==> src/rtl/fsu_pkg.sv <==
package fsu_pkg;

    // Data formats.
    localparam int DATA_W         = 64;
    localparam int REG_W          = 63;
    localparam int FRAC_BITS      = 24;
    localparam int CF_BITS        = 30;
    localparam int CF_W           = 32;
    localparam int HO_W           = 3;
    localparam int MAX_HALF_ORDER = 6;
    localparam int PROD_W         = 2 * DATA_W;
    localparam int DIV_STEPS      = DATA_W + FRAC_BITS;
    localparam int DIV_CNT_W      = $clog2(DIV_STEPS);

    // Stream and configuration port widths.
    localparam int OP_W        = 2;
    localparam int CFG_IDX_W   = 3;
    localparam int IN_TDATA_W  = 392;
    localparam int OUT_TDATA_W = 264;

    // Queue between the front and back parts.
    localparam int QUEUE_DEPTH = 2;
    localparam int QPTR_W      = (QUEUE_DEPTH > 1) ? $clog2(QUEUE_DEPTH) : 1;
    localparam int QCNT_W      = $clog2(QUEUE_DEPTH + 1);

    localparam logic signed [DATA_W-1:0] S64_MAX = {1'b0, {(DATA_W-1){1'b1}}};
    localparam logic signed [DATA_W-1:0] S64_MIN = {1'b1, {(DATA_W-1){1'b0}}};

    // Item kinds carried in tuser.
    typedef enum logic [OP_W-1:0] {
        OP_TAP   = 2'd0,
        OP_PMLX  = 2'd1,
        OP_PMLZ  = 2'd2,
        OP_POINT = 2'd3
    } t_op;

    // Configuration register indexes.
    typedef enum logic [CFG_IDX_W-1:0] {
        REG_HALF_ORDER = 3'd0,
        REG_COEFF_SET  = 3'd1,
        REG_PML_ENABLE = 3'd2,
        REG_TIME_STEP  = 3'd3,
        REG_INV_DX     = 3'd4,
        REG_INV_DY     = 3'd5,
        REG_INV_DZ     = 3'd6
    } t_cfg_reg;

    // Back part sequencer states.
    typedef enum logic [4:0] {
        ST_IDLE, ST_TAP_X, ST_TAP_Y, ST_TAP_Z,
        ST_VXX, ST_VYY, ST_VZZ,
        ST_PX_B, ST_PX_A, ST_PX_DIV,
        ST_PZ_B, ST_PZ_A, ST_PZ_DIV,
        ST_T1, ST_T2, ST_T3, ST_T4, ST_HDIV, ST_OUT
    } t_state;

    typedef struct packed {
        logic [HO_W-1:0]  half_order_eff;
        logic             coeff_set;
        logic             pml_enable;
        logic [REG_W-1:0] time_step;
        logic [REG_W-1:0] inv_dx;
        logic [REG_W-1:0] inv_dy;
        logic [REG_W-1:0] inv_dz;
    } t_cfg;

    typedef struct packed {
        t_op                     kind;
        logic signed [CF_W-1:0]  coef;
        logic                    xr;
        logic                    zr;
        logic signed [DATA_W-1:0] va;
        logic signed [DATA_W-1:0] vb;
        logic signed [DATA_W-1:0] vc;
        logic signed [DATA_W-1:0] vd;
        logic signed [DATA_W-1:0] ve;
        logic signed [DATA_W-1:0] vf;
    } t_entry;

    typedef struct packed {
        logic                     fault;
        logic signed [DATA_W-1:0] psz;
        logic signed [DATA_W-1:0] psx;
        logic signed [DATA_W-1:0] szz;
        logic signed [DATA_W-1:0] sxx;
    } t_result;

    // Stencil coefficients in Q.30, rounded to nearest.
    localparam longint K31 = 64'sd2147483648;
    localparam logic signed [CF_W-1:0] CF_TAB [2][MAX_HALF_ORDER][MAX_HALF_ORDER] = '{
        '{
            '{32'((1*K31+1)/(2*1)), 32'sd0, 32'sd0, 32'sd0, 32'sd0, 32'sd0},
            '{32'((9*K31+8)/(2*8)), 32'(-((1*K31+24)/(2*24))),
              32'sd0, 32'sd0, 32'sd0, 32'sd0},
            '{32'((75*K31+64)/(2*64)), 32'(-((25*K31+384)/(2*384))),
              32'((3*K31+640)/(2*640)), 32'sd0, 32'sd0, 32'sd0},
            '{32'((1225*K31+1024)/(2*1024)), 32'(-((245*K31+3072)/(2*3072))),
              32'((49*K31+5120)/(2*5120)), 32'(-((5*K31+7168)/(2*7168))),
              32'sd0, 32'sd0},
            '{32'((19845*K31+16384)/(2*16384)), 32'(-((735*K31+8192)/(2*8192))),
              32'((567*K31+40960)/(2*40960)), 32'(-((405*K31+229376)/(2*229376))),
              32'((35*K31+294912)/(2*294912)), 32'sd0},
            '{32'((160083*K31+131072)/(2*131072)),
              32'(-((12705*K31+131072)/(2*131072))),
              32'((22869*K31+1310720)/(2*1310720)),
              32'(-((5445*K31+1835008)/(2*1835008))),
              32'((847*K31+2359296)/(2*2359296)),
              32'(-((63*K31+2883584)/(2*2883584)))}
        },
        '{
            '{32'((1*K31+1)/(2*1)), 32'sd0, 32'sd0, 32'sd0, 32'sd0, 32'sd0},
            '{32'((11382*K31+10000)/(2*10000)),
              32'(-((46414*K31+1000000)/(2*1000000))),
              32'sd0, 32'sd0, 32'sd0, 32'sd0},
            '{32'((11965*K31+10000)/(2*10000)),
              32'(-((78804*K31+1000000)/(2*1000000))),
              32'((81781*K31+10000000)/(2*10000000)), 32'sd0, 32'sd0, 32'sd0},
            '{32'((12257*K31+10000)/(2*10000)),
              32'(-((99537*K31+1000000)/(2*1000000))),
              32'((18063*K31+1000000)/(2*1000000)),
              32'(-((26274*K31+10000000)/(2*10000000))), 32'sd0, 32'sd0},
            '{32'((12415*K31+10000)/(2*10000)),
              32'(-((11231*K31+100000)/(2*100000))),
              32'((26191*K31+1000000)/(2*1000000)),
              32'(-((64682*K31+10000000)/(2*10000000))),
              32'((1191*K31+1000000)/(2*1000000)), 32'sd0},
            '{32'((12508*K31+10000)/(2*10000)),
              32'(-((12034*K31+100000)/(2*100000))),
              32'((32131*K31+1000000)/(2*1000000)),
              32'(-((10142*K31+1000000)/(2*1000000))),
              32'((29857*K31+10000000)/(2*10000000)),
              32'(-((66667*K31+100000000)/(2*100000000)))}
        }
    };

    // Saturating add.
    function automatic logic signed [DATA_W-1:0] sadd(
        input logic signed [DATA_W-1:0] a,
        input logic signed [DATA_W-1:0] b
    );
        logic signed [DATA_W:0] s;
        s = {a[DATA_W-1], a} + {b[DATA_W-1], b};
        if (s[DATA_W] != s[DATA_W-1]) begin
            return s[DATA_W] ? S64_MIN : S64_MAX;
        end
        return s[DATA_W-1:0];
    endfunction

    // Saturating negate.
    function automatic logic signed [DATA_W-1:0] sneg(input logic signed [DATA_W-1:0] a);
        return (a == S64_MIN) ? S64_MAX : -a;
    endfunction

    // Magnitude as an unsigned value.
    function automatic logic [DATA_W-1:0] mag(input logic signed [DATA_W-1:0] a);
        return a[DATA_W-1] ? (~a + 64'd1) : a;
    endfunction

endpackage

==> src/rtl/fsu_front.sv <==
module fsu_front (
    input  logic                               i_s_valid,
    output logic                               o_s_ready,
    input  logic [fsu_pkg::IN_TDATA_W-1:0]     i_s_data,
    input  logic [fsu_pkg::OP_W-1:0]           i_s_user,
    input  fsu_pkg::t_cfg                      i_cfg,
    output logic                               o_push,
    output fsu_pkg::t_entry                    o_entry,
    input  logic                               i_full
);
    import fsu_pkg::*;

    t_op             op;
    logic [HO_W-1:0] tap;
    logic            tap_ok;
    logic            keep;
    logic [HO_W-1:0] ho_i;
    logic [HO_W-1:0] tap_i;

    // Classify the item and look up its stencil coefficient.
    always_comb begin
        op     = t_op'(i_s_user);
        tap    = i_s_data[2:0];
        tap_ok = (tap != '0) && (tap <= i_cfg.half_order_eff);
        keep   = (op != OP_TAP) || tap_ok;
        ho_i   = i_cfg.half_order_eff - 1'b1;
        tap_i  = tap_ok ? (tap - 1'b1) : '0;

        o_entry.kind = op;
        o_entry.coef = CF_TAB[i_cfg.coeff_set][ho_i][tap_i];
        o_entry.xr   = i_s_data[3];
        o_entry.zr   = i_s_data[4];
        o_entry.va   = i_s_data[68:5];
        o_entry.vb   = i_s_data[132:69];
        o_entry.vc   = i_s_data[196:133];
        o_entry.vd   = i_s_data[260:197];
        o_entry.ve   = i_s_data[324:261];
        o_entry.vf   = i_s_data[388:325];
    end

    // Taps outside the stencil are taken and dropped.
    assign o_s_ready = !i_full;
    assign o_push    = i_s_valid && !i_full && keep;

endmodule

==> config.mk <==
export PLATFORM = sky130hd
export DESIGN_NAME = fsu_front
export DESIGN_NICKNAME = d
export VERILOG_FILES = /design/src/rtl/fsu_pkg.sv /design/src/rtl/fsu_front.sv
export SDC_FILE = /design/constraint.sdc
export NUM_CORES = 1
export LEC_CHECK = 0
export BUFFER_PORTS_ARGS = -buffer_cell sky130_fd_sc_hd__buf_4
export CORE_AREA = 2 2 414 416
export DETAILED_ROUTE_END_ITERATION = 16
export DIE_AREA = 0 0 416 418
export PLACE_DENSITY = 0.3
export SLEW_MARGIN = 40
export SYNTH_ARGS = -nofsm -noshare
export SYNTH_HDL_FRONTEND = slang
export SYNTH_SLANG_ARGS = --single-unit
==> constraint.sdc <==
create_clock -name vclk -period 5.4
set_clock_uncertainty 0.15 [all_clocks]
set_input_delay 0.81 -clock vclk [all_inputs]
set_output_delay 0.81 -clock vclk [all_outputs]
set_load 0.05 [all_outputs]
Word level (Yosys, flattened, before mapping). Cells that the tools add are included.

Add/sub/neg operators: 2. Magnitude comparators: 4. Muxes and demuxes: 10. Bitwise operators: 3. Reduce and logical (&&, ||, !) cells: 7.

Operators by type and width (number): two-way mux 1152 bit (2); two-way mux 952 bit (1); binary-select mux 192 bit (select 3 bit) (1); two-way mux 192 bit (2); binary-select mux 32 bit (select 3 bit) (1); two-way mux 32 bit (2); greater-or-equal comparator 4 bit (second input constant) (2); inverter 3 -> 4 bit (2); subtractor 3 x 1 -> 3 bit (second input constant) (2); <= comparator 3 bit (1); logical AND 1 bit (3); two-way mux 3 bit (1); nonzero test 3 bit (1); greater-or-equal comparator 2 bit (second input constant) (1); inverter 1 -> 2 bit (1); nonzero test 2 bit (1); logical NOT 1 bit (1); logical OR 1 bit (1).

Flip-flop bits (word level): 0. Input port bits: 653. Output and inout port bits: 422. Word-level logic and storage cells: 26.

Longest topological paths before layout.
Word-level depth: 10. Gate-level depth with buffers: 12. Mapped depth without buffers: 8.

Least setup slack after synthesis. OpenSTA, ideal clock, no wires.

Kind: input -> output. Start point: input i_s_data[0] (netlist name). End point: output o_entry[391] (netlist name). Arrival time: 3.809 ns. Data required time: 4.440 ns. Setup slack: 0.631 ns. Stages: 9. Path buffers: 2. Cells stage by stage: clkbuf_1 > inv_2 > clkbuf_1 > ha_1 > inv_2 > a211o_4 > a211oi_4 > nand2_4 > o31ai_1.

RTL lines: start, declared (line fsu_front.sv:4) `input logic [fsu_pkg::IN_TDATA_W-1:0] i_s_data,`; end, declared (line fsu_front.sv:8) `output fsu_pkg::t_entry o_entry,`.

==> qor.csv <==
metric,value,unit
global-route wire length before repair,64.7,mm
Hold Crit Class,primary input to primary output,
"commonest non-fill, non-tap cell in the layout",buf_4,
Final min period,4.92,ns
Synth cell types,71,
Via density,1.68,
post-route design area,5640,sq um
# setup viols final,0,
Final #Nets,1118,
vias in the first global route,4159,
GRT Util Overall,5.94,%
Die ar.,174000,sq um
Placement Setup Slack,0.518,ns
Power Total,0.764,mW
final hold violation count,0,
cells after synthesis,781,
"Cell Area, Placed",5640,sq um
top cell type's share of synthesized area,55.8,%
hold_buf cts,0,
Die Y,418,um
most frequent cells in the layout,"90 x buf_4, 51 x o21ai_0, 43 x nand2_1, 38 x a21oi_1, 37 x nor2_1",
Slew Limit Fails,0,
Mapped Avg Cell Area,6.77,sq um
starting density of the core,3.13,%
postcts setup bufs,0,
vias,4480,
Max Clock Freq,203,MHz
Port-buffer cells,47,
Pre-Repair DR Iteration Count,5,
crit path DAT,3.96,ns
Row Count,151,
unrepaired setup endpoints after global routing,no,
ANT cells,0,
final period utilization,91.1,%
Rel. slew slack,43.6,%
largest net degree at the start of global routing,45,
Static Leakage,1.26,nW
Worst-Margin Slew,0.840,ns
GPL Wtd Cong,0.851,
Post-Synthesis Cell Area,5290,sq um
register area share after synthesis,0,%
DR WL/cell,20.6,um
DP Wirelength,48.9,mm
# DRC,0,
VDD IR-drop max,0.0000464,V
Post-CTS Resized,0,
Critical Path Sink Type,primary output,
max-cap viol count,0,
footprint of the multi-input gates,2150,sq um
FILL cells,20129,
"Req. time, crit path",4.44,ns
Post-Syn Nets,1450,
Core ar.,169000,sq um
Synth area leaders,"buf_4 56%, o21ai_0 4.8%, ha_1 3.8%, a21oi_1 3.6%, nand2_1 3.1%",
category of the most critical setup path,primary input to primary output,
Starting DRT DRC Count,579,
Final ANT Viol Nets,0,
area delta synth->final,6.67,%
Seq cells,0,
initial antenna violation count,9,
total global routing overflow,0,
Crit Path Max Fanout,10,
Synth warnings,0,
clock buffers,0,
share of layout cells above drive strength 1,25.5,%
width of the die,416,um
final WL,55.0,mm
sum of negative setup slack,0,ns
Startpoint Class,primary input,
IO Pins,1075,
final worst slack,0.480,ns
dominant cell type by area after synthesis,buf_4,
FF+latch area,0,sq um
status,"complete, no violations",
Pwr Density,135,nW/um^2
logic make-up after synthesis:
kind of cell | after synthesis | share of synthesized area, %
buffers and inverters | 436 | 59.7
and+or+nand+nor | 142 | 12.7
adders and majority gates | 17 | 3.97
xor gates and xnor gates | 5 | 1.11
AOI/OAI and AO/OA | 181 | 22.6
power breakdown:
| group | switching (mW) | total (mW) | internal [mW] |
|---|---|---|---|
| Combinational | 0.552 | 0.764 | 0.212 |
| Sequential | 0 | 0 | 0 |
| Clock | 0 | 0 | 0 |
metal layers:
| layer | up-vias | GRT usage, % | part of all wire, % |
|---|---|---|---|
| met5 | - | 0.389 | 0.14 |
| met4 | 4 | 1.81 | 3.9 |
| met3 | 164 | 7.41 | 28 |
| met2 | 756 | 9.44 | 45 |
| met1 | 1951 | 4.22 | 23 |
| li1 | 1605 | - | - |
final cells by class:
type                       instances  area share (%)
timing repair buffer              90            12.0
tap                             2218            49.2
multi-input combinational        345            38.0
inverter                          12           0.798
synth_stat cells (all sizes together), types with 4 or more instances:
cell type,n
buf,402
o21ai,55
nand2,44
nor2,40
a21oi,39
nand3,26
clkbuf,22
ha,16
a31oi,14
o22ai,14
inv,11
nor3,10
a211oi,8
o211ai,7
nand2b,5
o221ai,4
or3,4
worst max-delay path, cell delays in order:
cell and delay [ns]:
buf_4 0.11, inv_1 0.23, ha_1 0.46, xnor2_2 0.24
buf_4 0.25, nor3_1 0.53, a211oi_1 0.10, a31oi_1 0.17
nor2_1 0.08, o21ai_1 0.52, buf_4 0.23, buf_4 0.19
stage by stage:
step | instances | utilization (%) | hold slack (ns)
6_report | 2665 | 3.34 | 1.47
3_3_place_gp | 2665 | 3.33 | 1.47
3_5_place_dp | 2665 | 3.33 | 1.47
5_1_grt | 2665 | 3.34 | 1.47
2_1_floorplan | 781 | - | 1.64
4_1_cts | 2665 | 3.33 | 1.47
path summary, 6_finish.rpt:
path,from,end,slack (ns),depth (start not counted)
max,i_cfg[254],o_entry[411],0.48,12
min,i_s_data[244],o_entry[175],1.47,0
Power figures use the tool's default switching activity.
