===== src/rtl/fsu_pkg.sv =====
package fsu_pkg;

    // Data formats.
    localparam int DATA_W         = 64;
    localparam int REG_W          = 63;
    localparam int FRAC_BITS      = 24;
    localparam int CF_BITS        = 30;
    localparam int CF_W           = 32;
    localparam int HO_W           = 3;
    localparam int MAX_HALF_ORDER = 6;
    localparam int PROD_W         = 2 * DATA_W;
    localparam int DIV_STEPS      = DATA_W + FRAC_BITS;
    localparam int DIV_CNT_W      = $clog2(DIV_STEPS);

    // Stream and configuration port widths.
    localparam int OP_W        = 2;
    localparam int CFG_IDX_W   = 3;
    localparam int IN_TDATA_W  = 392;
    localparam int OUT_TDATA_W = 264;

    // Queue between the front and back parts.
    localparam int QUEUE_DEPTH = 2;
    localparam int QPTR_W      = (QUEUE_DEPTH > 1) ? $clog2(QUEUE_DEPTH) : 1;
    localparam int QCNT_W      = $clog2(QUEUE_DEPTH + 1);

    localparam logic signed [DATA_W-1:0] S64_MAX = {1'b0, {(DATA_W-1){1'b1}}};
    localparam logic signed [DATA_W-1:0] S64_MIN = {1'b1, {(DATA_W-1){1'b0}}};

    // Item kinds carried in tuser.
    typedef enum logic [OP_W-1:0] {
        OP_TAP   = 2'd0,
        OP_PMLX  = 2'd1,
        OP_PMLZ  = 2'd2,
        OP_POINT = 2'd3
    } t_op;

    // Configuration register indexes.
    typedef enum logic [CFG_IDX_W-1:0] {
        REG_HALF_ORDER = 3'd0,
        REG_COEFF_SET  = 3'd1,
        REG_PML_ENABLE = 3'd2,
        REG_TIME_STEP  = 3'd3,
        REG_INV_DX     = 3'd4,
        REG_INV_DY     = 3'd5,
        REG_INV_DZ     = 3'd6
    } t_cfg_reg;

    // Back part sequencer states.
    typedef enum logic [4:0] {
        ST_IDLE, ST_TAP_X, ST_TAP_Y, ST_TAP_Z,
        ST_VXX, ST_VYY, ST_VZZ,
        ST_PX_B, ST_PX_A, ST_PX_DIV,
        ST_PZ_B, ST_PZ_A, ST_PZ_DIV,
        ST_T1, ST_T2, ST_T3, ST_T4, ST_HDIV, ST_OUT
    } t_state;

    typedef struct packed {
        logic [HO_W-1:0]  half_order_eff;
        logic             coeff_set;
        logic             pml_enable;
        logic [REG_W-1:0] time_step;
        logic [REG_W-1:0] inv_dx;
        logic [REG_W-1:0] inv_dy;
        logic [REG_W-1:0] inv_dz;
    } t_cfg;

    typedef struct packed {
        t_op                     kind;
        logic signed [CF_W-1:0]  coef;
        logic                    xr;
        logic                    zr;
        logic signed [DATA_W-1:0] va;
        logic signed [DATA_W-1:0] vb;
        logic signed [DATA_W-1:0] vc;
        logic signed [DATA_W-1:0] vd;
        logic signed [DATA_W-1:0] ve;
        logic signed [DATA_W-1:0] vf;
    } t_entry;

    typedef struct packed {
        logic                     fault;
        logic signed [DATA_W-1:0] psz;
        logic signed [DATA_W-1:0] psx;
        logic signed [DATA_W-1:0] szz;
        logic signed [DATA_W-1:0] sxx;
    } t_result;

    // Stencil coefficients in Q.30, rounded to nearest.
    localparam longint K31 = 64'sd2147483648;
    localparam logic signed [CF_W-1:0] CF_TAB [2][MAX_HALF_ORDER][MAX_HALF_ORDER] = '{
        '{
            '{32'((1*K31+1)/(2*1)), 32'sd0, 32'sd0, 32'sd0, 32'sd0, 32'sd0},
            '{32'((9*K31+8)/(2*8)), 32'(-((1*K31+24)/(2*24))),
              32'sd0, 32'sd0, 32'sd0, 32'sd0},
            '{32'((75*K31+64)/(2*64)), 32'(-((25*K31+384)/(2*384))),
              32'((3*K31+640)/(2*640)), 32'sd0, 32'sd0, 32'sd0},
            '{32'((1225*K31+1024)/(2*1024)), 32'(-((245*K31+3072)/(2*3072))),
              32'((49*K31+5120)/(2*5120)), 32'(-((5*K31+7168)/(2*7168))),
              32'sd0, 32'sd0},
            '{32'((19845*K31+16384)/(2*16384)), 32'(-((735*K31+8192)/(2*8192))),
              32'((567*K31+40960)/(2*40960)), 32'(-((405*K31+229376)/(2*229376))),
              32'((35*K31+294912)/(2*294912)), 32'sd0},
            '{32'((160083*K31+131072)/(2*131072)),
              32'(-((12705*K31+131072)/(2*131072))),
              32'((22869*K31+1310720)/(2*1310720)),
              32'(-((5445*K31+1835008)/(2*1835008))),
              32'((847*K31+2359296)/(2*2359296)),
              32'(-((63*K31+2883584)/(2*2883584)))}
        },
        '{
            '{32'((1*K31+1)/(2*1)), 32'sd0, 32'sd0, 32'sd0, 32'sd0, 32'sd0},
            '{32'((11382*K31+10000)/(2*10000)),
              32'(-((46414*K31+1000000)/(2*1000000))),
              32'sd0, 32'sd0, 32'sd0, 32'sd0},
            '{32'((11965*K31+10000)/(2*10000)),
              32'(-((78804*K31+1000000)/(2*1000000))),
              32'((81781*K31+10000000)/(2*10000000)), 32'sd0, 32'sd0, 32'sd0},
            '{32'((12257*K31+10000)/(2*10000)),
              32'(-((99537*K31+1000000)/(2*1000000))),
              32'((18063*K31+1000000)/(2*1000000)),
              32'(-((26274*K31+10000000)/(2*10000000))), 32'sd0, 32'sd0},
            '{32'((12415*K31+10000)/(2*10000)),
              32'(-((11231*K31+100000)/(2*100000))),
              32'((26191*K31+1000000)/(2*1000000)),
              32'(-((64682*K31+10000000)/(2*10000000))),
              32'((1191*K31+1000000)/(2*1000000)), 32'sd0},
            '{32'((12508*K31+10000)/(2*10000)),
              32'(-((12034*K31+100000)/(2*100000))),
              32'((32131*K31+1000000)/(2*1000000)),
              32'(-((10142*K31+1000000)/(2*1000000))),
              32'((29857*K31+10000000)/(2*10000000)),
              32'(-((66667*K31+100000000)/(2*100000000)))}
        }
    };

    // Saturating add.
    function automatic logic signed [DATA_W-1:0] sadd(
        input logic signed [DATA_W-1:0] a,
        input logic signed [DATA_W-1:0] b
    );
        logic signed [DATA_W:0] s;
        s = {a[DATA_W-1], a} + {b[DATA_W-1], b};
        if (s[DATA_W] != s[DATA_W-1]) begin
            return s[DATA_W] ? S64_MIN : S64_MAX;
        end
        return s[DATA_W-1:0];
    endfunction

    // Saturating negate.
    function automatic logic signed [DATA_W-1:0] sneg(input logic signed [DATA_W-1:0] a);
        return (a == S64_MIN) ? S64_MAX : -a;
    endfunction

    // Magnitude as an unsigned value.
    function automatic logic [DATA_W-1:0] mag(input logic signed [DATA_W-1:0] a);
        return a[DATA_W-1] ? (~a + 64'd1) : a;
    endfunction

endpackage


===== src/rtl/fsu_queue.sv =====
module fsu_queue (
    input  logic             i_clk,
    input  logic             i_rst_n,
    input  logic             i_push,
    input  fsu_pkg::t_entry  i_entry,
    output logic             o_full,
    output logic             o_valid,
    output fsu_pkg::t_entry  o_entry,
    input  logic             i_pop
);
    import fsu_pkg::*;

    t_entry              r_mem [QUEUE_DEPTH];
    logic [QPTR_W-1:0]   r_wr;
    logic [QPTR_W-1:0]   r_rd;
    logic [QCNT_W-1:0]   r_cnt;
    logic                do_push;
    logic                do_pop;

    assign o_full  = (r_cnt == QCNT_W'(QUEUE_DEPTH));
    assign o_valid = (r_cnt != '0);
    assign o_entry = r_mem[r_rd];
    assign do_push = i_push && !o_full;
    assign do_pop  = i_pop && o_valid;

    // Pointers and fill count.
    always_ff @(posedge i_clk) begin
        if (!i_rst_n) begin
            r_wr  <= '0;
            r_rd  <= '0;
            r_cnt <= '0;
        end else begin
            if (do_push) begin
                r_wr <= (r_wr == QPTR_W'(QUEUE_DEPTH - 1)) ? '0 : r_wr + 1'b1;
            end
            if (do_pop) begin
                r_rd <= (r_rd == QPTR_W'(QUEUE_DEPTH - 1)) ? '0 : r_rd + 1'b1;
            end
            if (do_push && !do_pop) begin
                r_cnt <= r_cnt + 1'b1;
            end else if (do_pop && !do_push) begin
                r_cnt <= r_cnt - 1'b1;
            end
        end
    end

    // Entry storage.
    always_ff @(posedge i_clk) begin
        if (do_push) begin
            r_mem[r_wr] <= i_entry;
        end
    end

endmodule


===== config.mk =====
export PLATFORM = sky130hd
export DESIGN_NAME = fsu_queue
export DESIGN_NICKNAME = d
export VERILOG_FILES = /design/src/rtl/fsu_pkg.sv /design/src/rtl/fsu_queue.sv
export SDC_FILE = /design/constraint.sdc
export NUM_CORES = 1
export LEC_CHECK = 0
export BUFFER_PORTS_ARGS = -buffer_cell sky130_fd_sc_hd__buf_2
export CAP_MARGIN = 10
export CORE_ASPECT_RATIO = 1.75
export CORE_UTILIZATION = 30
export DETAILED_ROUTE_END_ITERATION = 6
export MAX_ROUTING_LAYER = met4
export PLACE_DENSITY_LB_ADDON = 0.3
export SLEW_MARGIN = 20
export SYNTH_ARGS = -nofsm -noshare
export SYNTH_HDL_FRONTEND = slang
export SYNTH_SLANG_ARGS = --single-unit
export TNS_END_PERCENT = 50

===== constraint.sdc =====
create_clock -name i_clk -period 49.8 [get_ports i_clk]
set_input_delay 0 -clock i_clk [delete_from_list [all_inputs] [get_ports i_clk]]
set_output_delay 0 -clock i_clk [all_outputs]
set_load 0.005 [all_outputs]

======== Yosys cells after proc, flatten, opt, wreduce, memory -nomap -nowiden ========
Memories as Yosys holds them, arrays and structs flattened. A register that Yosys moved wholly into a read port is not among the register bits.
Index checks and enable logic that the tools add are counted.
word-level totals
  flip-flop bits (word level) ............. 4
  memory bits (writable) .................. 840
  input port bits ......................... 424
  output and inout port bits .............. 422
  word-level logic and storage cells ...... 26
  memories kept ........................... 1
memory list
  name   depth  bits a word  rd ports  clocked after Yosys merged registers in  wr ports  line             source
  r_mem  2      420          1         1                                        1         fsu_queue.sv:13  t_entry r_mem [QUEUE_DEPTH];
operators by class
  add/subtract/negate cells ............... 4
  equality and inequality tests ........... 1
  multiplexer cells ....................... 8
  reduce and logical (&&, ||, !) cells .... 9
operators by type and width
  operator                                          count
  two-way mux 1 bit                                 6
  logical AND 1 bit                                 4
  two-way mux 2 bit                                 2
  nonzero test 2 bit                                2
  logical NOT 1 bit                                 3
  adder 1 bit, second input constant                2
  adder 2 x 1 -> 2 bit, second input constant       1
  equality test 2 bit, second input constant        1
  subtractor 2 x 1 -> 2 bit, second input constant  1

======== Longest topological paths before layout ========
Gate-level depths: netlist (run 1).
  word-level depth ........................ 7
  mapped depth ............................ 7
  mapped depth without buffers ............ 7

======== Worst setup path after synthesis (run 1) ========
Ideal clock, no wire load.
  kind .................................... flip-flop to flip-flop
  start ................................... register r_cnt[0]
  end ..................................... register r_wr
  setup time .............................. 0.132 ns
  arrival time ............................ 17.553 ns
  data required time ...................... 49.668 ns
  slack ................................... 32.115 ns
  stages on the path, launching flop included .. 5
  buffers on the path ..................... 0
  period minus slack after synthesis ...... 17.685 ns
  cell sequence ........................... dfxtp_1 > nand2b_1 > inv_1 > nor3_2 > o21a_1
between the ends
  longest elaborated chain between the ends .. 3
ends and longest elaborated chain
  what                    line             source
  start, declared         fsu_queue.sv:16  logic [QCNT_W-1:0] r_cnt;
  start signal, assigned  fsu_queue.sv:40  r_cnt <= r_cnt + 1'b1;
  start signal, assigned  fsu_queue.sv:42  r_cnt <= r_cnt - 1'b1;
  equality test 2 bit     fsu_queue.sv:20  assign o_full = (r_cnt == QCNT_W'(QUEUE_DEPTH));
  via o_full              fsu_queue.sv:6   output logic o_full,
  logical NOT 1 bit       fsu_queue.sv:23  assign do_push = i_push && !o_full;
  logical AND 1 bit       fsu_queue.sv:23
  end signal, assigned    fsu_queue.sv:34  r_wr <= (r_wr == QPTR_W'(QUEUE_DEPTH - 1)) ? '0 : r_wr + 1'b1;
  end, declared           fsu_queue.sv:14  logic [QPTR_W-1:0] r_wr;
The timed path passes the listed nets, and every way through them passes these cells.
A chain may end at the register's enable or synchronous reset.

==> results.md, run 1 <==
* Wire length per cell at about 20 um
* Reg-to-Reg End: r_mem[1][85]$_DFFE_PP_
* Mapped Avg Cell Area at around 24 um2
* CTS tree: yes
* PostCTS Resize Cnt at 0
* # IOs at 846
* Worst Hold Class: input pin to register
* Net Sw Frac at 0.2642
* RSZ-0062 raised after global routing: no
* Fin crit share at 0.08625
* Worst r2r src: r_cnt[0]$_SDFFE_PN0P_
* Initial antenna violation count at 19
* Layout Nets at between 3000 and 4000
* DIE AREA at 110000 um2
* Number of buffers created by CTS at 80
* Post-synth net total at between 1500 and 2000
* Util after Layout at 0.4225
* Clk slew on worst S/H paths at approximately 0.07 ns
* CP startpoint kind: register
* CTS H-tree lvls at 3
* Worst IR Drop VDD at roughly 0.000037 V
* Routed WL at 82.47 mm
* Commonest non-fill, non-tap cells in the layout: buf_2 (845), edfxtp_1 (840), dlygate4sd3_1 (484)
* Synth top area share at 0.7739
* Status: completed
* Post-layout min period at 4.295 ns
* Root buffer cell: clkbuf_16
* Crit. End Element: output port
* Switching pwr at around 550 uW
* Bufs on Longest Clock Path at 3
* Commonest non-fill, non-tap cell in the layout: buf_2
* Achievable Freq at between 200 and 250 MHz
* Combinational Power Share at 0.269
* Routability cong. at approximately 0.83
* Sequential fraction of the synthesis area at 0.7770
* Vias in the first global route at 19460
* Congestion Overflow GR at 0
* LEAKAGE at between 0.015 and 0.02 uW
* Seq cells post-synth at roughly 850
* Vias at ~18000
* DRT Pass-1 Iters at 5
* Power Density at 46.27 nW/um2
* R2R Setup Slk at 46.12 ns
* Drt drc at 0
* YS warnings at 0
* Layout cell share with drive strength beyond 1 at 0.5034
* Hold Startpoint: i_entry[399]
* Netlist cell types at 23
* Worst endpoint data arrival time at roughly 4.3 ns
* Largest cells by area after synthesis: edfxtp_1 (77%), mux2_4 (18%), buf_12 (2.7%)
* Port bufs at 845
* Leading area contributor after synthesis: edfxtp_1
* Fillers at between 9000 and 10000
* # clock sinks at 845
* Vias per cell at between 4 and 5
* First-pass GRT wire length at about 120 mm
* Global Route Usage Sum at 0.1486
* DR iter-0 viols at between 700 and 800
* Max FO, Critical Path at 124
* Die W at ~250 um
* Final setup fails at 0
* Worst-Skew Late Latency at approximately 0.67 ns
* Tightest Pin Transition at approximately 1.2 ns
* Pin count of the biggest net entering global routing at around 160
* Skew final at between 0.03 and 0.04 ns
* Worst Reg2Reg Path Length in Cells at 5
* Syn Std Cell Area at roughly 33000 um2
* Total internal power at about 1500 uW
* Final hold vios at 0
* DPL Wire Length at between 50 and 60 mm
* # rows at about 160
* P&R area growth vs syn at 39.24%
* Max_slew headroom at 0.2146
* Post-Syn Instances at ~1300
* Final setup TNS at 0 ns
* Core footprint at between 100000 and 150000 um2
* Clock Power Share at 0.292
* CP endpoint: o_entry[227]
* Pins Over Slew Limit at 0
* Max Cap Violations at 0
* Die Y at 438.0 um
* Worst path required time at between 40 and 50 ns
* Initial core utilization at 0.3034
* Detail Route Antenna Nets at 0
* Sequential power share at 0.439
* CP Class: register to output port
[cell usage after synthesis (all sizes together)]
master	instances
xnor2	2
and2	3
or2	1
mux2	420
and3	1
edfxtp	840
xor2	1
or3	1
o21a	1
dfxtp	5
a21boi	2
ha	1
nor2	1
buf	47
nor3	1
inv	2
nand2b	1
o21ai	2
[cells by family after synthesis]
logic type	after synthesis	synth area share
and+or+nand+nor	9	0.001766
buffers and inverters	49	0.02791
adders and majority gates	1	0.0003838
AOI/OAI and AO/OA	5	0.0009980
DFF	845	0.7770
muxes	420	0.1912
xor gates and xnor gates	3	0.0008063
[what timing repair did]
| item | 4_1_cts | 5_1_grt |
|---|---|---|
| hold buffers | 484 | 0 |
| endpoints found under the setup margin | 0 | 0 |
| setup buffers | 0 | 0 |
| endpoints found under the hold margin | 863 | 0 |
[layout make-up]
type	count	area (um2)	area share
flip-flops and latches	845	25330	0.5581
repair buffers	1346	9270	0.2043
multi-input cells	438	6371	0.1404
clock buffers	94	2054	0.04527
well taps	1368	1712	0.03772
clock inverters	52	595.6	0.01312
diodes	18	45.04	0.0009925
inverters	2	7.507	0.0001654
[registers in the layout, summed over array words and instances (netlist names), named ones only]
name	count
r_mem	840
r_rd	1
r_cnt	2
r_wr	1
[routing by layer]
layer,vias to the layer above,wire (um),GRT usage
met5,-,0,-
met4,0,3276,0.07081
met3,146,7119,0.04946
met2,775,41810,0.2557
met1,8732,30260,0.1511
li1,8123,-,-
[metrics by stage]
stage | instance area, um2 | cells | setup slack (ns) | hold WS [ns] | total power (uW)
after global placement | 37800 | 3513 | 46.08 | 0.1872 | 1465
final | 45380 | 4163 | 45.50 | 0.06593 | 2100
after floorplan | 32590 | 1332 | 32.11 | 0.09887 | 1354
after detailed placement | 37800 | 3513 | 45.88 | 0.1907 | 1475
after CTS | 45290 | 4143 | 45.25 | 0.000002442 | 2129
after global routing | 45380 | 4163 | 45.14 | 0.02633 | 2187
[power by group through the flow]
| stage | sequential (uW) | clock [uW] | combinational, uW |
|---|---|---|---|
| 3_5_place_dp | 938 | 0 | 536 |
| 5_1_grt | 929 | 656 | 602 |
| 3_3_place_gp | 934 | 0 | 532 |
| 6_report | 922 | 613 | 564 |
| 4_1_cts | 923 | 634 | 571 |
| 2_1_floorplan | 983 | 0 | 371 |
[worst min path at each step]
stage                                         end  cells after the start
after floorplan             r_mem[0][0]$_DFFE_PP_                      0
after CTS                 r_mem[0][410]$_DFFE_PP_                      2
after global routing      r_mem[0][399]$_DFFE_PP_                      2
after detailed placement  r_mem[1][105]$_DFFE_PP_                      1
after global placement    r_mem[1][378]$_DFFE_PP_                      1
final                     r_mem[0][399]$_DFFE_PP_                      2
[worst max-delay path, stage by stage, from the launching register on]
cell and delay, ns:
dfxtp_4 0.62, buf_12 0.55, buf_4 0.87, buf_4 0.90
mux2_4 0.35, buf_2 0.14
(Power assumes the default switching activity.)
==> run 2: changes to the inputs <==
ABC_AREA = 1   (was unset)
clock period = 3.9 ns   (was 49.8 ns; I/O delays follow)
==> run 2 against run 1 <==
Net effect: sequential power rose to 13 times the previous value; cell count grew 0.46%; clock skew is 0.018 ns lower; die area is essentially flat; power increased to 13 times the previous value; flip-flop and latch count unchanged; utilization increased by 0.12 points; worst setup slack got worse by 44 ns; non-clock buffer count up 9; register-to-register slack worse by 44 ns; combinational power increased to 12 times the previous value; synthesized area is essentially flat; critical path type unchanged; highest routed layer unchanged.
==> results.md, run 2 <==
* Largest cells by area after synthesis: edfxtp_1 (77%), mux2_4 (18%), buf_12 (2.7%) (unchanged)
* Vias per cell at 4.292 (was 4.270)
* # IOs at 846 (unchanged)
* Power Density at 578.6 nW/um2 (was 46.27 nW/um2)
* Commonest non-fill, non-tap cells in the layout: buf_2 (845), edfxtp_1 (840), dlygate4sd3_1 (457) (was buf_2 (845), edfxtp_1 (840), dlygate4sd3_1 (484))
* CP max-delay cell: dfxtp_4 (was buf_4)
* Final setup fails at 0 (unchanged)
* Worst Hold Class: input pin to register (unchanged)
* Die Y at 438.1 um (was 438.0 um)
* # rows at 159 (unchanged)
* Worst path required time at 3.90 ns (was 49.80 ns)
* DIE AREA at 110000 um2 (about the same)
* PostCTS Resize Cnt at 0 (unchanged)
* Worst-Skew Late Latency at 0.64 ns (was 0.67 ns)
* Core footprint at 107400 um2 (unchanged)
* # clock sinks at 845 (unchanged)
* Crit. End Element: output port (unchanged)
* Worst IR Drop VDD at 0.0004722 V (was 0.00003726 V)
* Drt drc at 0 (unchanged)
* Largest regs: r_mem: 840 flops, r_cnt: 2 flops (unchanged)
* Max_slew headroom at 0.2753 (was 0.2146)
* DPL Wire Length at 60.15 mm (was 56.43 mm)
* Vias at 17950 (was 17780)
* Multi-input logic area at 6369 um2 (was 6371 um2)
* Root buffer cell: clkbuf_16 (unchanged)
* Routed WL at 85.09 mm (was 82.47 mm)
* CTS H-tree lvls at 3 (unchanged)
* First-pass GRT wire length at 123.2 mm (was 118.4 mm)
* Largest register by flop count: r_mem (unchanged)
* Buf+Inv Stages, Crit Path at 2 (was 4)
* Status: completed (unchanged)
* Post-synth top flop: edfxtp_1 (unchanged)
* Syn Std Cell Area at 32600 um2 (was 32590 um2)
* Clk slew on worst S/H paths at 0.06 ns (was 0.07 ns)
* Post-Syn Instances at 1344 (was 1332)
* Pin count of the biggest net entering global routing at 126 (was 164)
* Achievable Freq at about 370 MHz
* Synth top area share at 0.7738 (was 0.7739)
* Sequential fraction of the synthesis area at 0.7768 (was 0.7770)
* Max Cap Violations at 0 (unchanged)
* Util after Layout at 0.4236 (was 0.4225)
* Routability cong. at 0.7908 (was 0.8282)
* Skew final at 0.01452 ns (was 0.03219 ns)
* EDFF count, synth at 840 (unchanged)
* CP Class: register to output port (unchanged)
* Number of flip-flops in the largest register at 840 (unchanged)
* Worst endpoint data arrival time at 2.72 ns (was 4.30 ns)
* Pins Over Slew Limit at 0 (unchanged)
* Fin crit share at 0.6962
* Initial antenna violation count at 13 (was 19)
* Die W at 251.2 um (about the same)
* Seq cells post-synth at 845 (unchanged)
* Mapped Avg Cell Area at 24.26 um2 (was 24.47 um2)
* Max FO, Critical Path at 58 (was 124)
* DR iter-0 viols at 766 (was 715)
* Bufs on Longest Clock Path at 3 (unchanged)
* Post-layout min period at ~2.7 ns
* Congestion Overflow GR at 0 (unchanged)
* Layout cell share with drive strength beyond 1 at 0.5161 (was 0.5034)
* DRT Pass-1 Iters at 5 (unchanged)
* Detail Route Antenna Nets at 0 (unchanged)
* Global Route Usage Sum at 0.1550 (was 0.1486)
* FF/Latch Area at 25330 um2 (about the same)
* Port bufs at 845 (unchanged)
* Wire length per cell at 20.35 um (was 19.81 um)
* YS warnings at 0 (unchanged)
* Netlist cell types at 16 (was 23)
* Tightest Pin Transition at 1.087 ns (was 1.178 ns)
* Fillers at 9520 (was 9484)
* CTS tree: yes (unchanged)
* RSZ-0062 raised after global routing: no (unchanged)
* Final hold vios at 0 (unchanged)
* P&R area growth vs syn at 39.60% (was 39.24%)
* Leading area contributor after synthesis: edfxtp_1 (unchanged)
* Number of buffers created by CTS at 81 (was 80)
* Worst hold slack at 0.07667 ns (was 0.06593 ns)
* Async S/R FF share, synth at 0 (unchanged)
* CP startpoint kind: register (unchanged)
* Commonest non-fill, non-tap cell in the layout: buf_2 (unchanged)
* LEAKAGE at 0.01778 uW (was 0.01761 uW)
* Most frequent cells after synthesis: edfxtp_1 (840), mux2_4 (400), buf_12 (44), mux2_2 (20), nor2_1 (9) (was edfxtp_1 (840), mux2_4 (400), buf_12 (44), mux2_2 (20), dfxtp_1 (5))
* Crit path cell chain: buf_12 > mux2_4 > buf_2 (was buf_12 > buf_4 > buf_4 > mux2_4 > buf_2)
* Top-count cell post-synth: edfxtp_1 (unchanged)
* CP max stage delay at 0.94 ns (was 0.90 ns)
* Initial core utilization at 0.3034 (about the same)
* Setup Fix Bufs, Post-CTS at 0 (unchanged)
* Layout Nets at 3160 (was 3138)
* Final Power at 26330 uW (was 2100 uW)
* Top delay family on crit path: flip-flops (was buffers and inverters)
* Vias in the first global route at 20010 (was 19460)
* Post-synth net total at 1769 (was 1757)
==> run 2: cell types whose count changed after synthesis, moves of 2 or more <==
cell     change
and2_1       -3
nor2_1       +8
inv_1        +6
xnor2_1      -2
nand2_1      +7
o21ai_0      +2
==> run 2: worst reg2reg max path: cells and delay by family (launching register included) <==
kind | cells | cell delay, ns
DFF | 1 | 0.40
buffers and inverters | 2 | 0.91
and+or+nand+nor | 1 | 0.44
==> run 2: final cells by class <==
class / count / area share
clock buffers: 93 / 0.04600
clock inverters: 55 / 0.01235
repair buffers: 1355 / 0.2060
well taps: 1368 / 0.03761
inverters: 8 / 0.0006599
diodes: 14 / 0.0007698
multi-input cells: 444 / 0.1399
flip-flops and latches: 845 / 0.5566
==> run 2: layer usage <==
layer,GRT usage,wire (um),vias to the layer above
met5,-,0,-
li1,-,-,8158
met2,0.2653,42570,827
met3,0.05527,8014,150
met4,0.06609,2981,0
met1,0.1596,31530,8814
==> run 2: through the flow <==
stage               cell area, um2  setup TNS, ns  cells  setup slack, ns
floorplan                    32630       -2690.96   1344           -3.208
CTS                          45470              0   4168            1.069
detailed placement           38240              0   3563            1.664
finish                       45510              0   4182            1.185
global placement             38240              0   3563            1.674
global route                 45500              0   4179            1.046
==> run 2: worst paths after layout <==
kind | from | endpoint | slack (ns) | cells past startpoint
hold / removal | i_entry[155] | r_mem[1][155]$_DFFE_PP_ | 0.08 | 2
hold reg to reg | r_rd$_SDFFE_PN0P_ | r_rd$_SDFFE_PN0P_ | 0.54 | 2
setup reg to reg | r_wr$_SDFFE_PN0N_ | r_mem[1][377]$_DFFE_PP_ | 1.70 | 3
setup / recovery | register | o_entry[69] | 1.18 | 3
==> run 2: what timing repair did <==
action,in CTS,in global routing
hold endpoints to repair,851,0
setup endpoints to repair,0,0
hold buffers,457,0
==> run 2: logic make-up after synthesis <==
family                     share of synthesized area
buffers and inverters                        0.02859
adders and majority gates                  0.0003838
and+or+nand+nor                             0.002188
DFF                                           0.7768
AOI/OAI and AO/OA                          0.0008442
muxes                                         0.1911
==> run 2: report_power, final <==
group | internal, uW | total (uW) | switching, uW
clock network | 4430 | 7860 | 3430
logic | 3490 | 6610 | 3120
registers | 11500 | 11900 | 380
total | 19400 | 26300 | 6930
